==> src/rtl/lrrtp_pkg.sv <==
package lrrtp_pkg;

  // result kinds
  typedef enum logic [1:0] {
    KIND_TITLE    = 2'd0,
    KIND_PASSWORD = 2'd1,
    KIND_HINT     = 2'd2,
    KIND_SUMMARY  = 2'd3
  } kind_e;

  // configuration register indexes
  localparam logic [2:0] REG_TARGET_TILE    = 3'd0;
  localparam logic [2:0] REG_RUN_MARKER     = 3'd1;
  localparam logic [2:0] REG_TEXT_MASK      = 3'd2;
  localparam logic [2:0] REG_TILES_EXPECTED = 3'd3;
  localparam logic [2:0] REG_MISC_LIMIT     = 3'd4;

  // configuration reset values
  localparam logic [7:0]  RST_TARGET_TILE    = 8'h02;
  localparam logic [7:0]  RST_RUN_MARKER     = 8'hFF;
  localparam logic [7:0]  RST_TEXT_MASK      = 8'h99;
  localparam logic [15:0] RST_TILES_EXPECTED = 16'd1024;
  localparam logic [15:0] RST_MISC_LIMIT     = 16'd1152;

  // field tags
  localparam logic [7:0] TAG_TITLE    = 8'd3;
  localparam logic [7:0] TAG_PASSWORD = 8'd6;
  localparam logic [7:0] TAG_HINT     = 8'd7;

  // layer tile total saturation point
  localparam logic [16:0] TOTAL_MAX = 17'h1FFFF;

  // warning bits
  localparam int unsigned WARN_UPPER    = 0;
  localparam int unsigned WARN_LOWER    = 1;
  localparam int unsigned WARN_MISC_SZ  = 2;
  localparam int unsigned WARN_MISC_BIG = 3;
  localparam int unsigned WARN_NO_TITLE = 4;
  localparam int unsigned WARN_NO_PASS  = 5;
  localparam int unsigned WARN_UNTERM   = 6;

  typedef struct packed {
    logic [7:0]  target_tile;
    logic [7:0]  run_marker;
    logic [7:0]  text_mask;
    logic [15:0] tiles_expected;
    logic [15:0] misc_limit;
  } cfg_t;

  // classified byte between front and back
  typedef struct packed {
    logic [7:0]  data;
    logic        start;
    logic [15:0] left;   // record bytes left after this one
  } entry_t;

  typedef struct packed {
    kind_e       kind;
    logic [7:0]  text_byte;
    logic        last;
    logic [15:0] level_number;
    logic [15:0] time_limit;
    logic [15:0] chips_required;
    logic [15:0] chips_found;
    logic [6:0]  warnings;
    logic        end_error;
  } result_t;

endpackage

==> src/rtl/lrrtp_queue.sv <==
module lrrtp_queue #(
  parameter int unsigned WIDTH = 25,
  parameter int unsigned DEPTH = 2
) (
  input  logic             clk_i,
  input  logic             rst_ni,
  input  logic             push_i,
  input  logic [WIDTH-1:0] data_i,
  output logic             full_o,
  output logic             valid_o,
  input  logic             pop_i,
  output logic [WIDTH-1:0] data_o
);

  localparam int unsigned AW = $clog2(DEPTH);
  localparam int unsigned CW = $clog2(DEPTH + 1);

  logic [WIDTH-1:0] mem_q [DEPTH];
  logic [AW-1:0]    wr_q, wr_d, rd_q, rd_d;
  logic [CW-1:0]    cnt_q, cnt_d;
  logic             do_push, do_pop;

  assign full_o  = (cnt_q == CW'(DEPTH));
  assign valid_o = (cnt_q != '0);
  assign data_o  = mem_q[rd_q];

  assign do_push = push_i && !full_o;
  assign do_pop  = pop_i && valid_o;

  // pointer and fill count update
  always_comb begin
    wr_d  = wr_q;
    rd_d  = rd_q;
    if (do_push) begin
      wr_d = (wr_q == AW'(DEPTH - 1)) ? '0 : wr_q + 1'b1;
    end
    if (do_pop) begin
      rd_d = (rd_q == AW'(DEPTH - 1)) ? '0 : rd_q + 1'b1;
    end
    cnt_d = cnt_q + CW'(do_push) - CW'(do_pop);
  end

  always_ff @(posedge clk_i or negedge rst_ni) begin
    if (!rst_ni) begin
      wr_q  <= '0;
      rd_q  <= '0;
      cnt_q <= '0;
    end else begin
      wr_q  <= wr_d;
      rd_q  <= rd_d;
      cnt_q <= cnt_d;
    end
  end

  // storage, no reset
  always_ff @(posedge clk_i) begin
    if (do_push) begin
      mem_q[wr_q] <= data_i;
    end
  end

endmodule

==> src/rtl/lrrtp_front.sv <==
module lrrtp_front
  import lrrtp_pkg::*;
(
  input  logic        clk_i,
  input  logic        rst_ni,
  input  logic        in_valid_i,
  output logic        in_ready_o,
  input  logic [7:0]  data_byte_i,
  input  logic        record_start_i,
  input  logic [15:0] record_length_i,
  input  logic        queue_full_i,
  output logic        push_o,
  output entry_t      entry_o
);

  logic [15:0] record_left_q, record_left_d;
  logic [15:0] len;
  logic        accept;

  assign in_ready_o = !queue_full_i;
  assign accept     = in_valid_i && in_ready_o;

  // bytes outside an open record are dropped here
  always_comb begin
    len           = record_start_i ? record_length_i : record_left_q;
    record_left_d = record_left_q;
    push_o        = 1'b0;
    entry_o.data  = data_byte_i;
    entry_o.start = record_start_i;
    entry_o.left  = len - 16'd1;
    if (accept) begin
      if (len != '0) begin
        push_o        = 1'b1;
        record_left_d = len - 16'd1;
      end else begin
        record_left_d = '0;
      end
    end
  end

  always_ff @(posedge clk_i or negedge rst_ni) begin
    if (!rst_ni) begin
      record_left_q <= '0;
    end else begin
      record_left_q <= record_left_d;
    end
  end

endmodule

==> src/rtl/lrrtp_back.sv <==
module lrrtp_back
  import lrrtp_pkg::*;
(
  input  logic    clk_i,
  input  logic    rst_ni,
  input  cfg_t    cfg_i,
  input  logic    valid_i,
  input  entry_t  entry_i,
  input  logic    room_i,
  output logic    pop_o,
  output logic [1:0] push_n_o,
  output result_t res_a_o,
  output result_t res_b_o
);

  localparam logic [3:0] PH_HDR0  = 4'd0;
  localparam logic [3:0] PH_HDR1  = 4'd1;
  localparam logic [3:0] PH_HDR2  = 4'd2;
  localparam logic [3:0] PH_HDR3  = 4'd3;
  localparam logic [3:0] PH_USIZE = 4'd4;
  localparam logic [3:0] PH_UDATA = 4'd5;
  localparam logic [3:0] PH_LSIZE = 4'd6;
  localparam logic [3:0] PH_LDATA = 4'd7;
  localparam logic [3:0] PH_MSIZE = 4'd8;
  localparam logic [3:0] PH_TAG   = 4'd9;
  localparam logic [3:0] PH_LEN   = 4'd10;

  logic [3:0]  phase_q, phase_d;
  logic [15:0] layer_left_q, layer_left_d;
  logic [7:0]  word_low_q, word_low_d;
  logic [1:0]  byte_pos_q, byte_pos_d;
  logic [7:0]  run_length_q, run_length_d;
  logic [16:0] tile_total_q, tile_total_d;
  logic [15:0] target_count_q, target_count_d;
  logic [15:0] hdr_q [3];
  logic [15:0] hdr_d [3];
  logic [7:0]  field_tag_q, field_tag_d;
  logic [7:0]  field_left_q, field_left_d;
  logic        nul_seen_q, nul_seen_d;
  logic [1:0]  seen_q, seen_d;
  logic [6:0]  warn_q, warn_d;

  logic [3:0]  cur_ph;
  logic [7:0]  b;
  logic [15:0] w;
  logic        rec_end;
  logic        lower;
  logic        add_en, add_match, elem_done;
  logic [7:0]  add_n;
  logic [17:0] tot_sum;
  logic [16:0] cnt_sum;
  logic        is_text;
  logic [7:0]  text_v;
  kind_e       text_kind;
  logic        has_text;
  result_t     text_res, sum_res;

  assign pop_o   = valid_i && room_i;
  assign b       = entry_i.data;
  assign rec_end = (entry_i.left == '0);

  // parser step for one byte
  always_comb begin
    // a start byte sees a cleared record
    if (entry_i.start) begin
      cur_ph         = PH_HDR0;
      layer_left_d   = '0;
      word_low_d     = '0;
      byte_pos_d     = '0;
      run_length_d   = '0;
      tile_total_d   = '0;
      target_count_d = '0;
      hdr_d[0]       = '0;
      hdr_d[1]       = '0;
      hdr_d[2]       = '0;
      field_tag_d    = '0;
      field_left_d   = '0;
      nul_seen_d     = 1'b0;
      seen_d         = '0;
      warn_d         = '0;
    end else begin
      cur_ph         = phase_q;
      layer_left_d   = layer_left_q;
      word_low_d     = word_low_q;
      byte_pos_d     = byte_pos_q;
      run_length_d   = run_length_q;
      tile_total_d   = tile_total_q;
      target_count_d = target_count_q;
      hdr_d[0]       = hdr_q[0];
      hdr_d[1]       = hdr_q[1];
      hdr_d[2]       = hdr_q[2];
      field_tag_d    = field_tag_q;
      field_left_d   = field_left_q;
      nul_seen_d     = nul_seen_q;
      seen_d         = seen_q;
      warn_d         = warn_q;
    end
    phase_d   = cur_ph;
    w         = {b, word_low_d};
    lower     = (cur_ph == PH_LDATA) || (cur_ph == PH_LSIZE);
    add_en    = 1'b0;
    add_match = 1'b0;
    add_n     = '0;
    elem_done = 1'b0;
    tot_sum   = '0;
    cnt_sum   = '0;
    is_text   = 1'b0;
    text_v    = b;
    text_kind = KIND_HINT;
    has_text  = 1'b0;

    unique case (cur_ph) inside
      PH_HDR0, PH_HDR1, PH_HDR2, PH_HDR3: begin
        if (byte_pos_d == '0) begin
          word_low_d = b;
          byte_pos_d = 2'd1;
        end else begin
          byte_pos_d = '0;
          if (cur_ph != PH_HDR3) begin
            hdr_d[cur_ph[1:0]] = w;
          end
          phase_d = cur_ph + 4'd1;
        end
      end
      PH_USIZE, PH_LSIZE: begin
        if (byte_pos_d == '0) begin
          word_low_d = b;
          byte_pos_d = 2'd1;
        end else begin
          byte_pos_d   = '0;
          layer_left_d = w;
          tile_total_d = '0;
          if (w == '0) begin
            // empty layer ends at once
            if ({1'b0, cfg_i.tiles_expected} != 17'd0) begin
              warn_d[lower ? WARN_LOWER : WARN_UPPER] = 1'b1;
            end
            phase_d = lower ? PH_MSIZE : PH_LSIZE;
          end else begin
            phase_d = lower ? PH_LDATA : PH_UDATA;
          end
        end
      end
      PH_UDATA, PH_LDATA: begin
        if (layer_left_d != '0) begin
          layer_left_d = layer_left_d - 16'd1;
        end
        case (byte_pos_d)
          2'd0: begin
            if (b == cfg_i.run_marker) begin
              byte_pos_d = 2'd1;
            end else begin
              add_en    = 1'b1;
              add_n     = 8'd1;
              add_match = (b == cfg_i.target_tile);
              elem_done = 1'b1;
            end
          end
          2'd1: begin
            run_length_d = b;
            byte_pos_d   = 2'd2;
          end
          default: begin
            byte_pos_d = '0;
            add_en     = 1'b1;
            add_n      = run_length_d;
            add_match  = (b == cfg_i.target_tile);
            elem_done  = 1'b1;
          end
        endcase
        // tile counting, both saturating
        if (add_en) begin
          tot_sum      = {1'b0, tile_total_d} + {10'd0, add_n};
          tile_total_d = (tot_sum > {1'b0, TOTAL_MAX}) ? TOTAL_MAX : tot_sum[16:0];
          if (add_match) begin
            cnt_sum        = {1'b0, target_count_d} + {9'd0, add_n};
            target_count_d = cnt_sum[16] ? 16'hFFFF : cnt_sum[15:0];
          end
        end
        // layer ends after the element that uses up its count
        if (elem_done && (layer_left_d == '0)) begin
          if (tile_total_d != {1'b0, cfg_i.tiles_expected}) begin
            warn_d[lower ? WARN_LOWER : WARN_UPPER] = 1'b1;
          end
          tile_total_d = '0;
          byte_pos_d   = '0;
          phase_d      = lower ? PH_MSIZE : PH_LSIZE;
        end
      end
      PH_MSIZE: begin
        if (byte_pos_d == '0) begin
          word_low_d = b;
          byte_pos_d = 2'd1;
        end else begin
          byte_pos_d = '0;
          if (w != entry_i.left) begin
            warn_d[WARN_MISC_SZ] = 1'b1;
          end
          if (w > cfg_i.misc_limit) begin
            warn_d[WARN_MISC_BIG] = 1'b1;
          end
          phase_d = PH_TAG;
        end
      end
      PH_TAG: begin
        field_tag_d = b;
        phase_d     = PH_LEN;
      end
      PH_LEN: begin
        field_left_d = b;
        nul_seen_d   = 1'b0;
        if (field_tag_d == TAG_TITLE) begin
          seen_d[0] = 1'b1;
        end
        if (field_tag_d == TAG_PASSWORD) begin
          seen_d[1] = 1'b1;
        end
        phase_d = (b == '0) ? PH_TAG : 4'd11;
      end
      default: begin
        // field body
        is_text = (field_tag_d == TAG_TITLE) || (field_tag_d == TAG_PASSWORD) ||
                  (field_tag_d == TAG_HINT);
        if (field_left_d != '0) begin
          field_left_d = field_left_d - 8'd1;
        end
        if (is_text) begin
          text_kind = (field_tag_d == TAG_TITLE)    ? KIND_TITLE :
                      (field_tag_d == TAG_PASSWORD) ? KIND_PASSWORD : KIND_HINT;
          if ((field_tag_d == TAG_PASSWORD) && !nul_seen_d) begin
            if (b == '0) begin
              nul_seen_d = 1'b1;
            end else begin
              text_v = b ^ cfg_i.text_mask;
            end
          end
          has_text = 1'b1;
          if ((field_left_d == '0) && (b != '0)) begin
            warn_d[WARN_UNTERM] = 1'b1;
          end
        end
        if (field_left_d == '0) begin
          phase_d = PH_TAG;
        end
      end
    endcase

    // end of record checks
    if (rec_end) begin
      if (phase_d == PH_UDATA && tile_total_d != {1'b0, cfg_i.tiles_expected}) begin
        warn_d[WARN_UPPER] = 1'b1;
      end
      if (phase_d == PH_LDATA && tile_total_d != {1'b0, cfg_i.tiles_expected}) begin
        warn_d[WARN_LOWER] = 1'b1;
      end
      if (!seen_d[0]) begin
        warn_d[WARN_NO_TITLE] = 1'b1;
      end
      if (!seen_d[1]) begin
        warn_d[WARN_NO_PASS] = 1'b1;
      end
    end
  end

  // result items
  always_comb begin
    text_res                = '0;
    text_res.kind           = text_kind;
    text_res.text_byte      = text_v;
    text_res.last           = (field_left_d == '0) || rec_end;

    sum_res                 = '0;
    sum_res.kind            = KIND_SUMMARY;
    sum_res.last            = 1'b1;
    sum_res.level_number    = hdr_d[0];
    sum_res.time_limit      = hdr_d[1];
    sum_res.chips_required  = hdr_d[2];
    sum_res.chips_found     = target_count_d;
    sum_res.warnings        = warn_d;
    sum_res.end_error       = (phase_d != PH_TAG);

    if (has_text) begin
      res_a_o  = text_res;
      res_b_o  = sum_res;
      push_n_o = pop_o ? (rec_end ? 2'd2 : 2'd1) : 2'd0;
    end else begin
      res_a_o  = sum_res;
      res_b_o  = sum_res;
      push_n_o = (pop_o && rec_end) ? 2'd1 : 2'd0;
    end
  end

  always_ff @(posedge clk_i or negedge rst_ni) begin
    if (!rst_ni) begin
      phase_q        <= PH_HDR0;
      layer_left_q   <= '0;
      word_low_q     <= '0;
      byte_pos_q     <= '0;
      run_length_q   <= '0;
      tile_total_q   <= '0;
      target_count_q <= '0;
      hdr_q[0]       <= '0;
      hdr_q[1]       <= '0;
      hdr_q[2]       <= '0;
      field_tag_q    <= '0;
      field_left_q   <= '0;
      nul_seen_q     <= 1'b0;
      seen_q         <= '0;
      warn_q         <= '0;
    end else if (pop_o) begin
      phase_q        <= phase_d;
      layer_left_q   <= layer_left_d;
      word_low_q     <= word_low_d;
      byte_pos_q     <= byte_pos_d;
      run_length_q   <= run_length_d;
      tile_total_q   <= tile_total_d;
      target_count_q <= target_count_d;
      hdr_q[0]       <= hdr_d[0];
      hdr_q[1]       <= hdr_d[1];
      hdr_q[2]       <= hdr_d[2];
      field_tag_q    <= field_tag_d;
      field_left_q   <= field_left_d;
      nul_seen_q     <= nul_seen_d;
      seen_q         <= seen_d;
      warn_q         <= warn_d;
    end
  end

endmodule

==> src/rtl/lrrtp_outbuf.sv <==
module lrrtp_outbuf
  import lrrtp_pkg::*;
(
  input  logic       clk_i,
  input  logic       rst_ni,
  input  logic [1:0] push_n_i,
  input  result_t    res_a_i,
  input  result_t    res_b_i,
  output logic       room_o,
  output logic       out_valid_o,
  input  logic       out_ready_i,
  output result_t    res_o
);

  localparam int unsigned DEPTH = 4;
  localparam int unsigned AW    = $clog2(DEPTH);
  localparam int unsigned CW    = $clog2(DEPTH + 1);

  result_t       buf_q [DEPTH];
  logic [AW-1:0] wr_q, rd_q;
  logic [CW-1:0] cnt_q, cnt_d;
  logic          do_pop;

  // room for two items so a text byte and a summary fit together
  assign room_o      = (cnt_q <= CW'(DEPTH - 2));
  assign out_valid_o = (cnt_q != '0);
  assign res_o       = buf_q[rd_q];
  assign do_pop      = out_valid_o && out_ready_i;
  assign cnt_d       = cnt_q + CW'(push_n_i) - CW'(do_pop);

  always_ff @(posedge clk_i or negedge rst_ni) begin
    if (!rst_ni) begin
      wr_q  <= '0;
      rd_q  <= '0;
      cnt_q <= '0;
    end else begin
      wr_q  <= wr_q + AW'(push_n_i);
      rd_q  <= rd_q + AW'(do_pop);
      cnt_q <= cnt_d;
    end
  end

  always_ff @(posedge clk_i) begin
    if (push_n_i != 2'd0) begin
      buf_q[wr_q] <= res_a_i;
    end
    if (push_n_i == 2'd2) begin
      buf_q[wr_q + AW'(1)] <= res_b_i;
    end
  end

  // two pushes only when there was room for both
  a_no_overflow: assert property (@(posedge clk_i) disable iff (!rst_ni)
    (push_n_i != 2'd0) |-> (cnt_q <= CW'(DEPTH - 2)))
    else $error("output buffer overflow");

  // a double push is a text byte followed by the summary
  a_pair_order: assert property (@(posedge clk_i) disable iff (!rst_ni)
    (push_n_i == 2'd2) |-> (res_a_i.kind != KIND_SUMMARY && res_b_i.kind == KIND_SUMMARY))
    else $error("bad result pair");

  // nothing appears at the output without a push
  a_no_phantom: assert property (@(posedge clk_i) disable iff (!rst_ni)
    (cnt_q == '0 && push_n_i == 2'd0) |=> !out_valid_o)
    else $error("phantom result");

endmodule

==> src/rtl/level_record_rle_tlv_parser_unit.sv <==
// Path: an accepted byte is registered in the queue, then its results in the result buffer.
// Throughput: one byte per cycle while the result buffer has room, set by the single-step
//   parser in the back end; a text byte and the summary from one byte are pushed together.
// Result buffer holds four items; the back end stalls when fewer than two are free.
// Reset: asynchronous, active low; clears the queue, buffers and parser state and
//   loads the register defaults (target 2, marker 255, mask 153, 1024, 1152).
module level_record_rle_tlv_parser_unit
  import lrrtp_pkg::*;
#(
  parameter int unsigned QUEUE_DEPTH = 2
) (
  input  logic        clk_i,
  input  logic        rst_ni,
  input  logic        cfg_we_i,
  input  logic [2:0]  cfg_addr_i,
  input  logic [15:0] cfg_data_i,
  input  logic        in_valid_i,
  output logic        in_ready_o,
  input  logic [7:0]  data_byte_i,
  input  logic        record_start_i,
  input  logic [15:0] record_length_i,
  output logic        out_valid_o,
  input  logic        out_ready_i,
  output logic [1:0]  kind_o,
  output logic [7:0]  text_byte_o,
  output logic        last_o,
  output logic [15:0] level_number_o,
  output logic [15:0] time_limit_o,
  output logic [15:0] chips_required_o,
  output logic [15:0] chips_found_o,
  output logic [6:0]  warnings_o,
  output logic        end_error_o
);

  cfg_t       cfg_q;
  logic       q_push, q_full, q_valid, q_pop;
  entry_t     q_in, q_out;
  logic       ob_room;
  logic [1:0] push_n;
  result_t    res_a, res_b, res;

  // configuration registers
  always_ff @(posedge clk_i or negedge rst_ni) begin
    if (!rst_ni) begin
      cfg_q.target_tile    <= RST_TARGET_TILE;
      cfg_q.run_marker     <= RST_RUN_MARKER;
      cfg_q.text_mask      <= RST_TEXT_MASK;
      cfg_q.tiles_expected <= RST_TILES_EXPECTED;
      cfg_q.misc_limit     <= RST_MISC_LIMIT;
    end else if (cfg_we_i) begin
      unique case (cfg_addr_i)
        REG_TARGET_TILE:    cfg_q.target_tile    <= cfg_data_i[7:0];
        REG_RUN_MARKER:     cfg_q.run_marker     <= cfg_data_i[7:0];
        REG_TEXT_MASK:      cfg_q.text_mask      <= cfg_data_i[7:0];
        REG_TILES_EXPECTED: cfg_q.tiles_expected <= cfg_data_i;
        REG_MISC_LIMIT:     cfg_q.misc_limit     <= cfg_data_i;
        default: ;
      endcase
    end
  end

  lrrtp_front u_front (
    .clk_i           (clk_i),
    .rst_ni          (rst_ni),
    .in_valid_i      (in_valid_i),
    .in_ready_o      (in_ready_o),
    .data_byte_i     (data_byte_i),
    .record_start_i  (record_start_i),
    .record_length_i (record_length_i),
    .queue_full_i    (q_full),
    .push_o          (q_push),
    .entry_o         (q_in)
  );

  lrrtp_queue #(
    .WIDTH ($bits(entry_t)),
    .DEPTH (QUEUE_DEPTH)
  ) u_queue (
    .clk_i   (clk_i),
    .rst_ni  (rst_ni),
    .push_i  (q_push),
    .data_i  (q_in),
    .full_o  (q_full),
    .valid_o (q_valid),
    .pop_i   (q_pop),
    .data_o  (q_out)
  );

  lrrtp_back u_back (
    .clk_i    (clk_i),
    .rst_ni   (rst_ni),
    .cfg_i    (cfg_q),
    .valid_i  (q_valid),
    .entry_i  (q_out),
    .room_i   (ob_room),
    .pop_o    (q_pop),
    .push_n_o (push_n),
    .res_a_o  (res_a),
    .res_b_o  (res_b)
  );

  lrrtp_outbuf u_outbuf (
    .clk_i       (clk_i),
    .rst_ni      (rst_ni),
    .push_n_i    (push_n),
    .res_a_i     (res_a),
    .res_b_i     (res_b),
    .room_o      (ob_room),
    .out_valid_o (out_valid_o),
    .out_ready_i (out_ready_i),
    .res_o       (res)
  );

  assign kind_o           = res.kind;
  assign text_byte_o      = res.text_byte;
  assign last_o           = res.last;
  assign level_number_o   = res.level_number;
  assign time_limit_o     = res.time_limit;
  assign chips_required_o = res.chips_required;
  assign chips_found_o    = res.chips_found;
  assign warnings_o       = res.warnings;
  assign end_error_o      = res.end_error;

endmodule
==> config.mk <==
export PLATFORM = sky130hd
export DESIGN_NAME = level_record_rle_tlv_parser_unit
export DESIGN_NICKNAME = d
export VERILOG_FILES = /design/src/rtl/lrrtp_pkg.sv /design/src/rtl/lrrtp_queue.sv /design/src/rtl/lrrtp_front.sv /design/src/rtl/lrrtp_back.sv /design/src/rtl/lrrtp_outbuf.sv /design/src/rtl/level_record_rle_tlv_parser_unit.sv
export SDC_FILE = /design/constraint.sdc
export NUM_CORES = 1
export LEC_CHECK = 0
export ABC_CLOCK_PERIOD_IN_PS = 13250
export BUFFER_PORTS_ARGS = -buffer_cell sky130_fd_sc_hd__buf_2
export CORE_MARGIN = 5
export CORE_UTILIZATION = 55
export CTS_CLUSTER_DIAMETER = 50
export CTS_CLUSTER_SIZE = 24
export DETAILED_ROUTE_END_ITERATION = 7
export MAX_ROUTING_LAYER = met4
export PLACE_DENSITY = 0.73
export SYNTH_ARGS = -nofsm -noshare
export SYNTH_HDL_FRONTEND = slang
export SYNTH_SLANG_ARGS = --single-unit
==> constraint.sdc <==
create_clock -name clk_i -period 13.25 [get_ports clk_i]
set_input_delay 1.325 -clock clk_i [delete_from_list [all_inputs] [get_ports clk_i]]
set_output_delay 1.325 -clock clk_i [all_outputs]
set_load 0.05 [all_outputs]
==> results.sh <==
export IMPL_crit_buf_inv=3
export IMPL_yosysSeqAreaShare=0.547
export IMPL_cp_slowest_stage_delay_ns=0.67
export IMPL_area_growth_pct=12.2
export IMPL_grt_max_degree=164
export IMPL_post_route_min_period_ns=7.29
export IMPL_cp_top_family="compound AO/OA/AOI/OAI gates"
export IMPL_crit_type="reg2reg"
export IMPL_ys_flop_type="edfxtp_1"
export IMPL_min_path_cells=2
export IMPL_clock_latency_ns=0.62
export IMPL_finalHoldViolations=0
export IMPL_fill_cells=4375
export IMPL_worst_hold_path_type="reg2reg"
export IMPL_grt_pass1_wl_microns=138000
export IMPL_avgRoutedWirePerCell_microns=24.0
export IMPL_final_cells=3704
export IMPL_vdd_ir_drop_max_mv=0.179
export IMPL_io_buffers=133
export IMPL_crit_top_cell="buf_4"
export IMPL_timing_slew_headroom=0.211
export IMPL_status="completed"
export IMPL_tightest_slew_ns=1.18
export IMPL_ioPinCount=134
export IMPL_cts_buffer_depth=3
export IMPL_power_density_nw_per_um2=198
export IMPL_die_area_sq_um=60500
export IMPL_ys_warn_count=0
export IMPL_hold_ws_ns=0.450
export IMPL_slew_violations=0
export IMPL_layout_common_cells="nor2_1 (421), edfxtp_1 (338), nand2_1 (334)"
export IMPL_drt_total_wl_microns=88800
export IMPL_vias=23200
export IMPL_syn_cell_area_sq_um=30600
export IMPL_grt_overflow_total=0
export IMPL_routabilityCongestion=0.999
export IMPL_end_kind="flop"
export IMPL_postCtsSetupBuffers=0
export IMPL_fin_setup_tns_ns=0
export IMPL_rsz0062_at_grt="no"
export IMPL_initial_core_util=0.556
export IMPL_rows=86
export IMPL_synth_cell_types=87
export IMPL_postRouteAntennaNets=0
export IMPL_cts_buffers=66
export IMPL_dp_hpwl_microns=59400
export IMPL_synth_nets=2929
export IMPL_pre_cts_slack_ns=6.09
export IMPL_insertedDiodeCount=0
export IMPL_cts_resized=0
export IMPL_critPathLaunchType="flop"
export IMPL_setup_slack_ns=5.96
export IMPL_drt_iter0_drc=2243
export IMPL_cts_htree_levels=3
export IMPL_dpl_cell_count=3583
export IMPL_via_per_inst=6.26
export IMPL_finalSetupViolCount=0
export IMPL_coreArea_sq_um=55100
export IMPL_cts_sinks=610
export IMPL_cp_depth=21
export IMPL_layout_nets=3005
export IMPL_cts_tree="yes"
export IMPL_cp_cell_sequence="buf_4, mux2i_1, buf_4, xnor2_1, or4_1, o21ai_2, buf_4, o21ai_0, ha_1, a21o_1, and4_1, o2111ai_1, a211oi_1, a21boi_1, a211oi_1, nor3_1, a2111o_1, a221oi_1, a2111oi_2, a211oi_2, nor2_1"
export IMPL_ctsHoldBuffers=0
export IMPL_ys_ff_latch=610
export IMPL_arrival_ns=7.61
export IMPL_root_buffer="clkbuf_16"
export IMPL_max_freq_ghz=0.137
export IMPL_grt_pass1_vias=23500
export IMPL_avgSynthCellArea_sq_um=10.8
export IMPL_drc=0
export IMPL_layout_commonest_cell="nor2_1"
export IMPL_die_h_microns=246
export IMPL_synth_edf_count=338
export IMPL_die_x_microns=246
export IMPL_crit_fanout=31
export IMPL_min_period_over_period=0.550
export IMPL_clock_skew_ns=0.0440
export IMPL_synthCells=2827
export IMPL_clkSlewWorstSetupHoldPaths_ns=0.08
export IMPL_antenna_found_initial=1
export IMPL_dr_pass1_iters=5
export IMPL_synthArstFlopShare=0.374
export IMPL_cp_slowest_cell="o2111ai_1"
export IMPL_r2r_cells=21
export IMPL_leakage_nw=12.7
export IMPL_grt_total_usage=0.302
export IMPL_maxCapViolCount=0
export IMPL_drive_gt1_frac=0.171
export IMPL_worstPathRequired_ns=13.58
## power breakdown
part | internal, W | switching [W]
sequential | 0.00219 | 0.000231
combinational | 0.000789 | 0.00167
clock | 0.00105 | 0.000885
## sequential cells by signal (all words and copies together), names as in the netlist, 2 cells and up
name	cells
u_queue.mem_q	50
u_outbuf.cnt_q	3
u_front.record_left_q	16
u_queue.cnt_q	2
u_back.hdr_q	48
u_back.tile_total_q	17
cfg_q	56
u_back.field_tag_q	8
u_back.warn_q	7
u_outbuf.wr_q	2
u_back.field_left_q	8
u_back.word_low_q	8
u_outbuf.rd_q	2
u_back.byte_pos_q	2
u_back.layer_left_q	16
u_outbuf.buf_q	332
u_back.run_length_q	8
u_back.phase_q	4
u_back.target_count_q	16
u_back.seen_q	2
## layout make-up
| class | count | area [sq um] | share of cell area |
|---|---|---|---|
| Multi-Input combinational cell | 1961 | 13000 | 0.377 |
| Clock buffer | 72 | 1730 | 0.0503 |
| Tap cell | 748 | 936 | 0.0273 |
| Inverter | 85 | 319 | 0.00929 |
| Sequential cell | 610 | 16800 | 0.488 |
| Timing Repair Buffer | 179 | 1030 | 0.0301 |
| Clock inverter | 49 | 603 | 0.0176 |
## path summary, 6_finish.rpt
path / startpoint / slack, ns / to
min reg2reg: u_outbuf.buf_q[3][80] / 0.45 / u_outbuf.buf_q[3][80]
max in group asynchronous: rst_ni / 10.91 / u_back.byte_pos_q[0]
min in group asynchronous: rst_ni / 0.82 / cfg_q[8]
max reg2reg: u_queue.rd_q / 5.96 / u_outbuf.buf_q[1][2]
max: u_queue.rd_q / 5.96 / u_outbuf.buf_q[1][2]
min: u_outbuf.buf_q[3][80] / 0.45 / u_outbuf.buf_q[3][80]
## tightest hold or removal path: cells and delay by family, from the launching register on
| kind | cells | cell delay (ns) |
|---|---|---|
| flops | 1 | 0.33 |
| compound gates | 1 | 0.05 |
| simple gates | 1 | 0.04 |
## cell families after synthesis
family	synth area share
flops	0.547
simple gates	0.146
fa+ha+maj	0.0224
compound gates	0.124
xor+xnor	0.0275
mux	0.100
buf+inv	0.0322
## stage by stage
| step | util | instance area [sq um] | power (W) |
|---|---|---|---|
| 3_3_place_gp | 0.581 | 32000 | 0.00486 |
| 5_1_grt | 0.623 | 34300 | 0.00711 |
| 6_report | 0.623 | 34300 | 0.00680 |
| 2_1_floorplan | - | 30600 | 0.00417 |
| 3_5_place_dp | 0.581 | 32000 | 0.00489 |
| 4_1_cts | 0.623 | 34300 | 0.00683 |
## synthesized netlist by cell type (49+ instances only)
cell,instances,area [sq um]
a21oi_1,101,505
nor2_1,421,1580
edfxtp_1,338,10100
clkbuf_1,144,541
nand2_1,335,1260
xnor2_1,65,569
dfrtp_1,212,5310
nor3_1,49,245
o21ai_0,227,1140
inv_1,84,315
mux2_2,68,766
mux4_2,83,1870
ha_1,50,626
## per-layer routing
| metal | vias up | global-route usage | share of wire |
|---|---|---|---|
| li1 | 10500 | - | - |
| met1 | 11600 | 0.406 | 0.41 |
| met2 | 960 | 0.486 | 0.49 |
| met3 | 141 | 0.0463 | 0.072 |
| met4 | 0 | 0.0829 | 0.025 |
| met5 | - | - | 0 |
(Power assumes the default switching activity.)
